### src/sat_pkg.sv
`timescale 1ns / 1ps

package sat_pkg;

	localparam int VERT_W     = 32;
	localparam int AXIS_W     = 16;
	localparam int ROT_W      = 16;
	localparam int REL_W      = 32;
	localparam int PROJ_W     = 48;
	localparam int DEPTH_W    = 50;
	localparam int CFG_DATA_W = 32;
	localparam int CFG_IDX_W  = 3;

	typedef enum logic [CFG_IDX_W-1:0] {
		REG_ROT_00 = 3'd0,
		REG_ROT_01 = 3'd1,
		REG_ROT_10 = 3'd2,
		REG_ROT_11 = 3'd3,
		REG_REL_X  = 3'd4,
		REG_REL_Y  = 3'd5
	} cfg_reg_t;

	typedef struct packed {
		logic signed [ROT_W-1:0] rot_00;
		logic signed [ROT_W-1:0] rot_01;
		logic signed [ROT_W-1:0] rot_10;
		logic signed [ROT_W-1:0] rot_11;
		logic signed [REL_W-1:0] rel_x;
		logic signed [REL_W-1:0] rel_y;
	} cfg_t;

	localparam cfg_t CFG_RESET = '{
		rot_00: 16'sd16384,
		rot_01: 16'sd0,
		rot_10: 16'sd0,
		rot_11: 16'sd16384,
		rel_x:  32'sd0,
		rel_y:  32'sd0
	};

	// One classified vertex as it waits between the front and back ends.
	typedef struct packed {
		logic signed [VERT_W-1:0] vert_x;
		logic signed [VERT_W-1:0] vert_y;
		logic                     from_b;
		logic                     last;
		logic signed [AXIS_W-1:0] proj_x;
		logic signed [AXIS_W-1:0] proj_y;
		logic signed [AXIS_W-1:0] axis_x;
		logic signed [AXIS_W-1:0] axis_y;
	} sat_item_t;

endpackage

### src/sat_fifo.sv
`timescale 1ns / 1ps

module sat_fifo import sat_pkg::*; #(
	parameter int DEPTH = 4
) (
	input  logic      clk,
	input  logic      arst_n,
	input  logic      push_valid,
	output logic      push_ready,
	input  sat_item_t push_data,
	output logic      pop_valid,
	input  logic      pop_ready,
	output sat_item_t pop_data
);

	localparam int PTR_W = (DEPTH > 1) ? $clog2(DEPTH) : 1;
	localparam int CNT_W = $clog2(DEPTH + 1);

	sat_item_t        mem_q [DEPTH];
	logic [PTR_W-1:0] wr_ptr_q, rd_ptr_q;
	logic [CNT_W-1:0] count_q;
	logic             push, pop;

	assign push_ready = (count_q != CNT_W'(DEPTH));
	assign pop_valid  = (count_q != '0);
	assign push       = push_valid && push_ready;
	assign pop        = pop_valid && pop_ready;
	assign pop_data   = mem_q[rd_ptr_q];

	always_ff @(posedge clk or negedge arst_n) begin
		if (!arst_n) begin
			wr_ptr_q <= '0;
			rd_ptr_q <= '0;
			count_q  <= '0;
		end else begin
			if (push) begin
				wr_ptr_q <= (wr_ptr_q == PTR_W'(DEPTH - 1)) ? '0 : wr_ptr_q + 1'b1;
			end
			if (pop) begin
				rd_ptr_q <= (rd_ptr_q == PTR_W'(DEPTH - 1)) ? '0 : rd_ptr_q + 1'b1;
			end
			if (push && !pop) begin
				count_q <= count_q + 1'b1;
			end else if (pop && !push) begin
				count_q <= count_q - 1'b1;
			end
		end
	end

	always_ff @(posedge clk) begin
		if (push) begin
			mem_q[wr_ptr_q] <= push_data;
		end
	end

	assert property (@(posedge clk) disable iff (!arst_n)
		(push && !pop) |=> (count_q == $past(count_q) + 1'b1))
		else $error("queue count did not follow a lone write");

	assert property (@(posedge clk) disable iff (!arst_n)
		(count_q == '0) |-> (wr_ptr_q == rd_ptr_q))
		else $error("queue pointers differ while the queue is empty");

endmodule

### config.mk
export PLATFORM = sky130hd
export DESIGN_NAME = sat_fifo
export DESIGN_NICKNAME = d
export VERILOG_FILES = /design/src/sat_pkg.sv /design/src/sat_fifo.sv
export SDC_FILE = /design/constraint.sdc
export NUM_CORES = 1
export LEC_CHECK = 0
export ABC_AREA = 0
export ABC_CLOCK_PERIOD_IN_PS = 3040
export BUFFER_PORTS_ARGS = -buffer_cell sky130_fd_sc_hd__buf_2
export CORE_ASPECT_RATIO = 1.75
export CORE_MARGIN = 5
export CORE_UTILIZATION = 40
export CTS_CLUSTER_DIAMETER = 200
export DETAILED_ROUTE_END_ITERATION = 10
export MAX_ROUTING_LAYER = met4
export PLACE_DENSITY = 0.6
export SLEW_MARGIN = 10
export SYNTH_ARGS = -nofsm -noshare
export SYNTH_HDL_FRONTEND = slang
export SYNTH_SLANG_ARGS = --single-unit
### constraint.sdc
create_clock -name clk -period 3.04 [get_ports clk]
set_input_delay 0.152 -clock clk [delete_from_list [all_inputs] [get_ports clk]]
set_output_delay 0.152 -clock clk [all_outputs]
set_load 0.01 [all_outputs]
==> Implementation_results.wiki <==
{| class="wikitable"
! Metric !! Value
|-
| Run status || finished, final reports clean
|-
| Root Buffer Master || sky130_fd_sc_hd__clkbuf_16
|-
| Dominant cell type by area after synthesis || sky130_fd_sc_hd__edfxtp_1
|-
| Buffers inserted by post-CTS timing repair || 0
|-
| Maximum number of pins on one net before global-route repair || 40
|-
| Adder and majority gate portion of the synthesized area || 0.496%
|-
| Register-to-register setup slack || 0.86 ns
|-
| Worst Hold Margin || between 0.1 and 0.15 ns
|-
| Family of cells with the greatest summed delay on the critical path || flip-flops
|-
| DRT antenna net count || 0
|-
| Number of cell rows || 106
|-
| Detail-routed via count per cell || around 5.0
|-
| Area growth from synthesis to layout || 27.1%
|-
| Combined area of all synthesized cells || about 19000 µm²
|-
| Slew Viols, Final || 0
|-
| Net total in the final layout || 1312
|-
| Number of levels the H-tree was split into || 2
|-
| CTS max path bufs || 3
|-
| Detailed placement HPWL || 25.4 mm
|-
| Maximum achievable frequency || 0.369 GHz
|-
| Horizontal die dimension || about 180 µm
|-
| Fin crit period || around 2.7 ns
|-
| Number of DRC markers after the initial detailed-route iteration || 487
|-
| Count of port buffers added during placement || 265
|-
| Maximum cell stage delay along the critical path || 0.95 ns
|-
| Final core area utilization || around half
|-
| CTS clock-pin slew for the worst setup and hold paths || approximately 0.060 ns
|-
| Number of placed instances, taps included || 1583
|-
| Worst setup slack after layout || around 0.33 ns
|-
| Crit path required time || slightly below 3 ns
|-
| Die ar. || about 53000 µm²
|-
| Share of the yosys chip area belonging to registers || approximately 82%
|-
| Weighted congestion at the end of routability-driven global placement || ~0.73
|-
| Wire length of the first global-routing pass || a little over 60 mm
|-
| Number of vias in the routed layout || 9054
|-
| Number of global-route vias before repair || 10200
|-
| Cell area after placement || 21600 µm²
|-
| Final number of hold-violating endpoints || 0
|-
| CP Data Arrival Time || between 2 and 3 ns
|-
| Setup violation total in the final timing report || 0
|-
| Number of clock sinks || ~530
|-
| Fraction of final layout cells sized beyond drive strength 1 || between 40 and 50%
|-
| Post-route insts no fill || ~1800
|-
| Clk_lat worst skew || roughly 0.55 ns
|-
| Largest fanout on the critical path || 35
|-
| TritonCTS Buffers || 47
|-
| Simple-gate share of the synthesized area || 0.378%
|-
| Ports || about 270
|-
| Core area || 47600 µm²
|-
| CTS tree || yes
|-
| Min-delay worst type || input pin to register
|-
| Overall global routing resource usage || roughly 16%
|-
| Pwr per Cell Area || ~930 nW/µm²
|-
| Final std cell area, no fill || approximately 24000 µm²
|-
| Sum of negative setup slack || 0 ns
|-
| CP Capture Type || output port
|-
| Yosys reg bits || around 530
|-
| Syn. warnings || 0
|-
| Starting Density || about two fifths
|-
| Cells taking the most area after synthesis || sky130_fd_sc_hd__edfxtp_1, sky130_fd_sc_hd__mux4_2, sky130_fd_sc_hd__dfrtp_1
|-
| Largest family of logic cells by synthesized area || multiplexers
|-
| Distinct cells, synth || 19
|-
| Number of standard cells after synthesis || slightly above 700
|-
| Drc violations || 0
|-
| Total gr overflow || 0
|-
| Design Power || between 20 and 25 mW
|-
| WL per Instance || around 22 µm
|-
| Area share of the leading cell type in the synthesized netlist || around 80%
|-
| Share of the cycle needed by the critical path after routing || 89.1%
|-
| Cell at the slowest stage of the critical path || sky130_fd_sc_hd__dfrtp_4
|-
| Post-synthesis xor/xnor area fraction || less than 1%
|-
| Setup repair after global routing missed its margin || false
|-
| Synth Area in Compound Gates || 0%
|-
| Height of the die || 300 µm
|-
| Crit path kind || register to output port
|-
| Detailed Routing Iterations Pass 1 || 4
|-
| Initial antenna violation count || 2
|-
| Largest clock skew in the final design || about 0.012 ns
|-
| Net count of the mapped netlist || 857
|-
| Post-synthesis average cell area || between 20 and 30 µm²
|-
| Detailed Route WL || 39.8 mm
|-
| Actual slew at the worst max-slew pin || about 0.8 ns
|-
| Critical path buffer and inverter count || 2
|-
| Leading cell type in the layout, fill and taps excluded || sky130_fd_sc_hd__edfxtp_1
|-
| Commonest cells after routing, fill and taps aside || sky130_fd_sc_hd__edfxtp_1, sky130_fd_sc_hd__buf_2, sky130_fd_sc_hd__dlygate4sd3_1
|-
| Max-cap check violation count || 0
|-
| Slew headroom || 46.5%
|-
| Max rail drop VDD || 0.000635 V
|-
| Post-place setup slack || just over 0.8 ns
|-
| Element type at the critical path start || register
|-
| Post-synthesis mux area share || 15.6%
|-
| Leakage || roughly 8.4 nW
|-
| CP Cell Sequence || buf_12 -> mux4_2 -> buf_2
|}
-- cells by family (layout without fill, tap and decap cells) --
family,count (synthesis),in the layout
flip-flops,527,527
multiplexers,135,135
buffers and inverters,33,520
AND/OR/NAND/NOR,11,11
adder cells (fa/ha/maj),7,7
XOR/XNOR,3,3
other,0,2
-- layout make-up --
cell class,instances,area (µm²)
diodes,2,5.00
clock buffers,60,1270
clock inverters,21,185
fillers,3755,23200
inverters,3,11.3
multi-input cells,156,3200
flip-flops and latches,527,15800
well taps,594,743
repair buffers,436,3170
-- tightest hold or removal path, delay by kind of cell --
family	cells	cell delay [ns]
muxes	1	0.15
and+or+nand+nor	1	0.18
buffers and inverters	1	0.13
-- layer usage --
metal	track usage (%)	part of all wire, %
met2	27.6	55
met5	-	0
met3	2.58	4.3
met4	4.50	2.6
met1	18.2	38
-- timing repair --
action | CTS | global route
endpoints found under the setup margin | 0 | 0
endpoints found under the hold margin | 528 | 0
resized for setup | 0 | 0
hold buffers | 133 | 0
-- worst paths after layout --
path / depth (start not counted) / startpoint / endpoint
setup / recovery: 3 / rd_ptr_q[0] / pop_data[63]
hold / removal: 3 / push_valid / wr_ptr_q[1]
setup reg to reg: 8 / count_q[1] / count_q[2]
hold reg to reg: 1 / count_q[2] / count_q[2]
max in group asynchronous: 3 / arst_n / rd_ptr_q[1]
min in group asynchronous: 3 / arst_n / rd_ptr_q[0]
-- cells in the mapped netlist --
library cell	count
sky130_fd_sc_hd__and3_2	4
sky130_fd_sc_hd__edfxtp_1	520
sky130_fd_sc_hd__nor2_1	3
sky130_fd_sc_hd__mux2_4	2
sky130_fd_sc_hd__mux2_2	3
sky130_fd_sc_hd__xnor2_1	1
sky130_fd_sc_hd__or3_2	1
sky130_fd_sc_hd__or3b_4	1
sky130_fd_sc_hd__mux4_2	130
sky130_fd_sc_hd__and2_4	1
sky130_fd_sc_hd__xor2_1	2
sky130_fd_sc_hd__fa_1	1
sky130_fd_sc_hd__inv_1	3
sky130_fd_sc_hd__ha_1	6
sky130_fd_sc_hd__clkbuf_1	5
sky130_fd_sc_hd__dfrtp_1	7
sky130_fd_sc_hd__nand2_1	1
sky130_fd_sc_hd__buf_2	16
sky130_fd_sc_hd__buf_6	9
-- power breakdown --
group	switching [mW]	internal, mW	total, mW
logic	3.56	3.31	6.87
clock network	2.47	3.20	5.67
registers	0.557	9.57	10.1
-- flip-flops by register name, summed over array words and instances, names as in the netlist --
name	flops
count_q	3
mem_q	520
rd_ptr_q	2
wr_ptr_q	2
Note: power is estimated with default switching activity, not from simulation.
