===== src/sat_pkg.sv =====
`timescale 1ns / 1ps

package sat_pkg;

	localparam int VERT_W     = 32;
	localparam int AXIS_W     = 16;
	localparam int ROT_W      = 16;
	localparam int REL_W      = 32;
	localparam int PROJ_W     = 48;
	localparam int DEPTH_W    = 50;
	localparam int CFG_DATA_W = 32;
	localparam int CFG_IDX_W  = 3;

	typedef enum logic [CFG_IDX_W-1:0] {
		REG_ROT_00 = 3'd0,
		REG_ROT_01 = 3'd1,
		REG_ROT_10 = 3'd2,
		REG_ROT_11 = 3'd3,
		REG_REL_X  = 3'd4,
		REG_REL_Y  = 3'd5
	} cfg_reg_t;

	typedef struct packed {
		logic signed [ROT_W-1:0] rot_00;
		logic signed [ROT_W-1:0] rot_01;
		logic signed [ROT_W-1:0] rot_10;
		logic signed [ROT_W-1:0] rot_11;
		logic signed [REL_W-1:0] rel_x;
		logic signed [REL_W-1:0] rel_y;
	} cfg_t;

	localparam cfg_t CFG_RESET = '{
		rot_00: 16'sd16384,
		rot_01: 16'sd0,
		rot_10: 16'sd0,
		rot_11: 16'sd16384,
		rel_x:  32'sd0,
		rel_y:  32'sd0
	};

	// One classified vertex as it waits between the front and back ends.
	typedef struct packed {
		logic signed [VERT_W-1:0] vert_x;
		logic signed [VERT_W-1:0] vert_y;
		logic                     from_b;
		logic                     last;
		logic signed [AXIS_W-1:0] proj_x;
		logic signed [AXIS_W-1:0] proj_y;
		logic signed [AXIS_W-1:0] axis_x;
		logic signed [AXIS_W-1:0] axis_y;
	} sat_item_t;

endpackage


===== src/sat_ifs.sv =====
`timescale 1ns / 1ps

interface sat_vert_if import sat_pkg::*; ();
	logic                     valid;
	logic                     ready;
	logic signed [VERT_W-1:0] vert_x;
	logic signed [VERT_W-1:0] vert_y;
	logic                     from_b;
	logic                     last;
	logic signed [AXIS_W-1:0] axis_x;
	logic signed [AXIS_W-1:0] axis_y;

	modport source (output valid, output vert_x, output vert_y, output from_b,
		output last, output axis_x, output axis_y, input ready);
	modport sink (input valid, input vert_x, input vert_y, input from_b,
		input last, input axis_x, input axis_y, output ready);
endinterface



===== src/sat_front.sv =====
`timescale 1ns / 1ps

module sat_front import sat_pkg::*; (
	input  logic       clk,
	input  logic       arst_n,
	input  cfg_t       cfg,
	sat_vert_if.sink   vert,
	output logic       push_valid,
	input  logic       push_ready,
	output sat_item_t  push_data
);

	localparam int PROD_W = 2 * ROT_W;
	localparam int SUM_W  = PROD_W + 1;
	localparam int FRAC   = 14;
	localparam int SHR_W  = SUM_W - FRAC;

	logic                     valid_s1;
	logic signed [PROD_W-1:0] prod_00_s1, prod_01_s1, prod_10_s1, prod_11_s1;
	logic signed [VERT_W-1:0] vert_x_s1, vert_y_s1;
	logic                     from_b_s1, last_s1;
	logic signed [AXIS_W-1:0] axis_x_s1, axis_y_s1;

	logic                     accept;
	logic signed [SUM_W-1:0]  sum_x, sum_y;
	logic signed [AXIS_W-1:0] rot_x, rot_y;

	function automatic logic signed [AXIS_W-1:0] clamp_axis(input logic signed [SHR_W-1:0] v);
		logic signed [SHR_W-1:0] hi;
		logic signed [SHR_W-1:0] lo;
		hi = SHR_W'(32767);
		lo = -SHR_W'(32768);
		if (v > hi) begin
			return AXIS_W'(hi);
		end else if (v < lo) begin
			return AXIS_W'(lo);
		end
		return v[AXIS_W-1:0];
	endfunction

	assign accept     = vert.valid && vert.ready;
	assign vert.ready = !valid_s1 || push_ready;

	always_ff @(posedge clk or negedge arst_n) begin
		if (!arst_n) begin
			valid_s1 <= 1'b0;
		end else if (accept) begin
			valid_s1 <= 1'b1;
		end else if (push_ready) begin
			valid_s1 <= 1'b0;
		end
	end

	always_ff @(posedge clk) begin
		if (accept) begin
			prod_00_s1 <= PROD_W'(cfg.rot_00) * PROD_W'(vert.axis_x);
			prod_01_s1 <= PROD_W'(cfg.rot_01) * PROD_W'(vert.axis_y);
			prod_10_s1 <= PROD_W'(cfg.rot_10) * PROD_W'(vert.axis_x);
			prod_11_s1 <= PROD_W'(cfg.rot_11) * PROD_W'(vert.axis_y);
			vert_x_s1  <= vert.vert_x;
			vert_y_s1  <= vert.vert_y;
			from_b_s1  <= vert.from_b;
			last_s1    <= vert.last;
			axis_x_s1  <= vert.axis_x;
			axis_y_s1  <= vert.axis_y;
		end
	end

	// Dropping the low fraction bits of a two's complement sum rounds toward minus infinity.
	assign sum_x = SUM_W'(prod_00_s1) + SUM_W'(prod_01_s1);
	assign sum_y = SUM_W'(prod_10_s1) + SUM_W'(prod_11_s1);
	assign rot_x = clamp_axis(sum_x[SUM_W-1:FRAC]);
	assign rot_y = clamp_axis(sum_y[SUM_W-1:FRAC]);

	assign push_valid       = valid_s1;
	assign push_data.vert_x = vert_x_s1;
	assign push_data.vert_y = vert_y_s1;
	assign push_data.from_b = from_b_s1;
	assign push_data.last   = last_s1;
	assign push_data.proj_x = from_b_s1 ? axis_x_s1 : rot_x;
	assign push_data.proj_y = from_b_s1 ? axis_y_s1 : rot_y;
	assign push_data.axis_x = axis_x_s1;
	assign push_data.axis_y = axis_y_s1;

endmodule


===== src/flat_wrapper.sv =====
// flat-port wrapper written by rule: the top's interface ports become plain ports
module sat_front_flat import sat_pkg::*;
  (clk, arst_n, cfg, push_valid, push_ready, push_data, vert_valid, vert_vert_x, vert_vert_y, vert_from_b, vert_last, vert_axis_x, vert_axis_y, vert_ready);
  sat_vert_if vert_i ();
  input  logic clk;
  input  logic arst_n;
  input  cfg_t cfg;
  output logic push_valid;
  input  logic push_ready;
  output sat_item_t push_data;
  input wire logic [$bits(vert_i.valid)-1:0] vert_valid;
  input wire logic [$bits(vert_i.vert_x)-1:0] vert_vert_x;
  input wire logic [$bits(vert_i.vert_y)-1:0] vert_vert_y;
  input wire logic [$bits(vert_i.from_b)-1:0] vert_from_b;
  input wire logic [$bits(vert_i.last)-1:0] vert_last;
  input wire logic [$bits(vert_i.axis_x)-1:0] vert_axis_x;
  input wire logic [$bits(vert_i.axis_y)-1:0] vert_axis_y;
  output wire logic [$bits(vert_i.ready)-1:0] vert_ready;
  assign vert_i.valid = vert_valid;
  assign vert_i.vert_x = vert_vert_x;
  assign vert_i.vert_y = vert_vert_y;
  assign vert_i.from_b = vert_from_b;
  assign vert_i.last = vert_last;
  assign vert_i.axis_x = vert_axis_x;
  assign vert_i.axis_y = vert_axis_y;
  assign vert_ready = vert_i.ready;
  sat_front u_core (.clk(clk), .arst_n(arst_n), .cfg(cfg), .vert(vert_i), .push_valid(push_valid), .push_ready(push_ready), .push_data(push_data));
endmodule

===== config.mk =====
export PLATFORM = sky130hd
export DESIGN_NAME = sat_front_flat
export DESIGN_NICKNAME = d
export VERILOG_FILES = /design/src/sat_pkg.sv /design/src/sat_ifs.sv /design/src/sat_front.sv /design/src/flat_wrapper.sv
export SDC_FILE = /design/constraint.sdc
export NUM_CORES = 2
export LEC_CHECK = 0
export BUFFER_PORTS_ARGS = -buffer_cell sky130_fd_sc_hd__buf_2
export CORE_ASPECT_RATIO = 0.5
export CORE_MARGIN = 2
export CORE_UTILIZATION = 30
export DETAILED_ROUTE_END_ITERATION = 12
export PLACE_DENSITY = 0.54
export SETUP_SLACK_MARGIN = 0.1
export SLEW_MARGIN = 30
export SYNTH_ARGS = -nofsm -noshare
export SYNTH_HDL_FRONTEND = slang
export SYNTH_SLANG_ARGS = --single-unit

===== constraint.sdc =====
create_clock -name clk -period 12.73 [get_ports clk]
set_clock_uncertainty 0.2 [all_clocks]
set_input_delay 0 -clock clk [delete_from_list [all_inputs] [get_ports clk]]
set_output_delay 0 -clock clk [all_outputs]
set_load 0.01 [all_outputs]

==> impl_metrics.json <==
{
  "setup-tns-final_ps": 0,
  "postRouteWirelength_mm": 128,
  "final_common_cell": "inv_1",
  "rows": 104,
  "cts_made_buffers": 29,
  "synth.net_count": 6566,
  "clk_pin_slew_worst_paths_ps": 90,
  "grt_use_total_pct": 15.6,
  "path_max_fanout": 33,
  "dp_hpwl_mm": 97.8,
  "dpl.cell_count": 7218,
  "synth_seq_cells": 227,
  "startpoint_type": "input port",
  "io_pins": 362,
  "drc": 0,
  "post-cts-setup-buffer-count": 0,
  "fmax_mhz": 137,
  "floorplan.initialDensity_pct": 30.2,
  "multi_input_area_um2": 36700,
  "clock_latency_ps": 620,
  "synth_cells": 4898,
  "die_x_um": 573,
  "min_period_over_period_pct": 57.3,
  "gp_congestion": 0.818,
  "grt_pass1_vias": 35500,
  "num-nets-final": 6926,
  "postSynthAreaPerCell_um2": 9.92,
  "stdcell_count": 7461,
  "setup_viol": 0,
  "cts_buffer_depth": 3,
  "endpoint": "u_core.prod_00_s1[30]",
  "path_class": "in -> reg",
  "grt_overflow": 0,
  "finalHoldViolations": 0,
  "layout_common_cells": "inv_1 (1167), fa_1 (1048), nand2_1 (526)",
  "antenna_found_initial": 24,
  "reg2reg_from": "u_core.push_valid",
  "synth-main-ff-cell": "edfxtp_1",
  "grt_pass1_wl_mm": 203,
  "crit_required_ps": 12920,
  "ant_nets": 0,
  "seq_area_frac_synth_pct": 14.0,
  "dr_total_vias": 33600,
  "vias_per_cell": 4.50,
  "grt_max_degree": 71,
  "ys_types": 72,
  "worst-endpoint-arrival_ps": 7480,
  "finalCriticalPeriod_ps": 7300,
  "hold_path_class": "in -> reg",
  "tightest_slew_ps": 1030,
  "run_status": "complete, no violations",
  "root_buffer": "clkbuf_16",
  "async_flop_share_pct": 0.441,
  "maxCapViolations": 0,
  "portBuffers": 297,
  "relSlewSlack_pct": 31.0,
  "layout-area-overhead-vs-synth_pct": 13.5,
  "area.sequential_um2": 6810,
  "htreeDepth": 1,
  "setup.worst_path.end_class": "flop",
  "clkSinkCount": 227,
  "initialDrtViolationCount": 1632,
  "die-area_um2": 165000,
  "hold_buffers": 182,
  "syn_area_um2": 48600,
  "finalMaxSlewViolations": 0,
  "rsz0062_at_grt": "false",
  "r2r_cells": 5,
  "cts_resized": 0,
  "n_fill_cell": 16600,
  "synth_edf_count": 226,
  "crit_start": "vert_axis_x[4]",
  "yosysWarnings": 0,
  "tritoncts": "built",
  "die_h_um": 289,
  "r2r-end": "u_core.axis_x_s1[13]",
  "drt_first_pass_iters": 5,
  "wl_per_cell_um": 17.1,
  "core_area_um2": 161000,
  "drive_above_1_share_pct": 7.82,
  "rrSetupSlack_ps": 8570
}
==> metrics by stage <==
step                      utilization (%)  area (um^2)  hold slack [ps]  worst slack (ps)
after global placement               32.5        52300             -424              5390
after global routing                 34.3        55100             85.4              5060
after detailed placement             32.5        52300             -424              5420
after floorplan                         -        48600             -496              6160
final                                34.3        55200             68.5              5430
after CTS                            34.3        55100             16.9              5520
==> final cells by class <==
type | instances | share of cell area [%]
Multi-Input combinational cell | 3327 | 66.6
Antenna cell | 7 | 0.0318
Timing Repair Buffer | 503 | 6.32
Clock buffer | 37 | 1.42
Clock inverter | 17 | 0.395
Tap cell | 2173 | 4.93
Inverter | 1170 | 7.96
Sequential cell | 227 | 12.4
==> cell usage after synthesis, drive strengths merged, types with 9 or more instances <==
master	instances	area, um^2
a31oi	12	87.6
o21ai	86	453
a21o	61	458
a211oi	16	135
inv	1169	4390
edfxtp	226	6790
nor2	127	477
buf	9	50.0
a21oi	115	583
a2bb2oi	16	140
xnor2	142	1240
nand2	528	1990
nor2b	21	131
nand4	12	75.1
nand2b	31	194
xor2	28	253
and2	510	3190
ha	390	4880
nand3	23	115
and3	12	75.1
o221a	14	158
o21a	24	180
o21bai	17	128
fa	1048	21000
nor3	19	100
clkbuf	165	619
==> logic make-up after synthesis <==
| kind of cell | count (synthesis) | synth area share, % |
|---|---|---|
| buf+inv | 1344 | 10.4 |
| fa+ha+maj | 1438 | 53.2 |
| compound gates | 421 | 5.96 |
| xor+xnor | 170 | 3.08 |
| flops | 227 | 14.0 |
| simple gates | 1298 | 13.3 |
==> routing by layer <==
metal | vias to the layer above | global-route usage, % | part of all wire [%]
met5 | - | 0.471 | 0.14
met4 | 16 | 3.97 | 2.9
met3 | 184 | 2.26 | 4.5
met2 | 621 | 27.1 | 49
met1 | 17300 | 20.5 | 43
li1 | 15500 | - | -
==> worst min path at each step <==
stage          startpoint              endpoint  cells after the start
4_1_cts        push_ready     u_core.push_valid                      4
3_3_place_gp       arst_n     u_core.push_valid                      1
5_1_grt           cfg[98]  u_core.prod_01_s1[2]                      4
6_report       push_ready   u_core.vert_y_s1[7]                      3
3_5_place_dp       arst_n     u_core.push_valid                      1
2_1_floorplan      arst_n     u_core.push_valid                      0
==> flip-flops by register name, summed over array words and instances (netlist names) <==
name	flops
u_core.axis_x_s1	16
u_core.axis_y_s1	16
u_core.from_b_s1	1
u_core.last_s1	1
u_core.prod_00_s1	32
u_core.prod_01_s1	32
u_core.prod_10_s1	32
u_core.prod_11_s1	32
u_core.push_valid	1
u_core.vert_x_s1	32
u_core.vert_y_s1	32
==> worst max-delay path: stages <==
cell and delay, ps:
dlygate4sd3_1 540, buf_2 710, and2_1 260, fa_1 390, inv_1 90, fa_1 440
fa_1 540, inv_1 60, fa_1 480, fa_1 490, inv_1 50, fa_1 500
inv_1 50, ha_1 360, a21o_1 210, a21oi_1 180, nor3b_1 250, o211ai_1 180
a31oi_2 330, o21ai_1 210, a311oi_2 420, nor3_1 130, or3_1 360, a21oi_1 190
xnor2_1 80
Power is left out: the tool's default activity adds up to more than one toggle a clock period on the data nets, which glitch-free logic cannot reach.
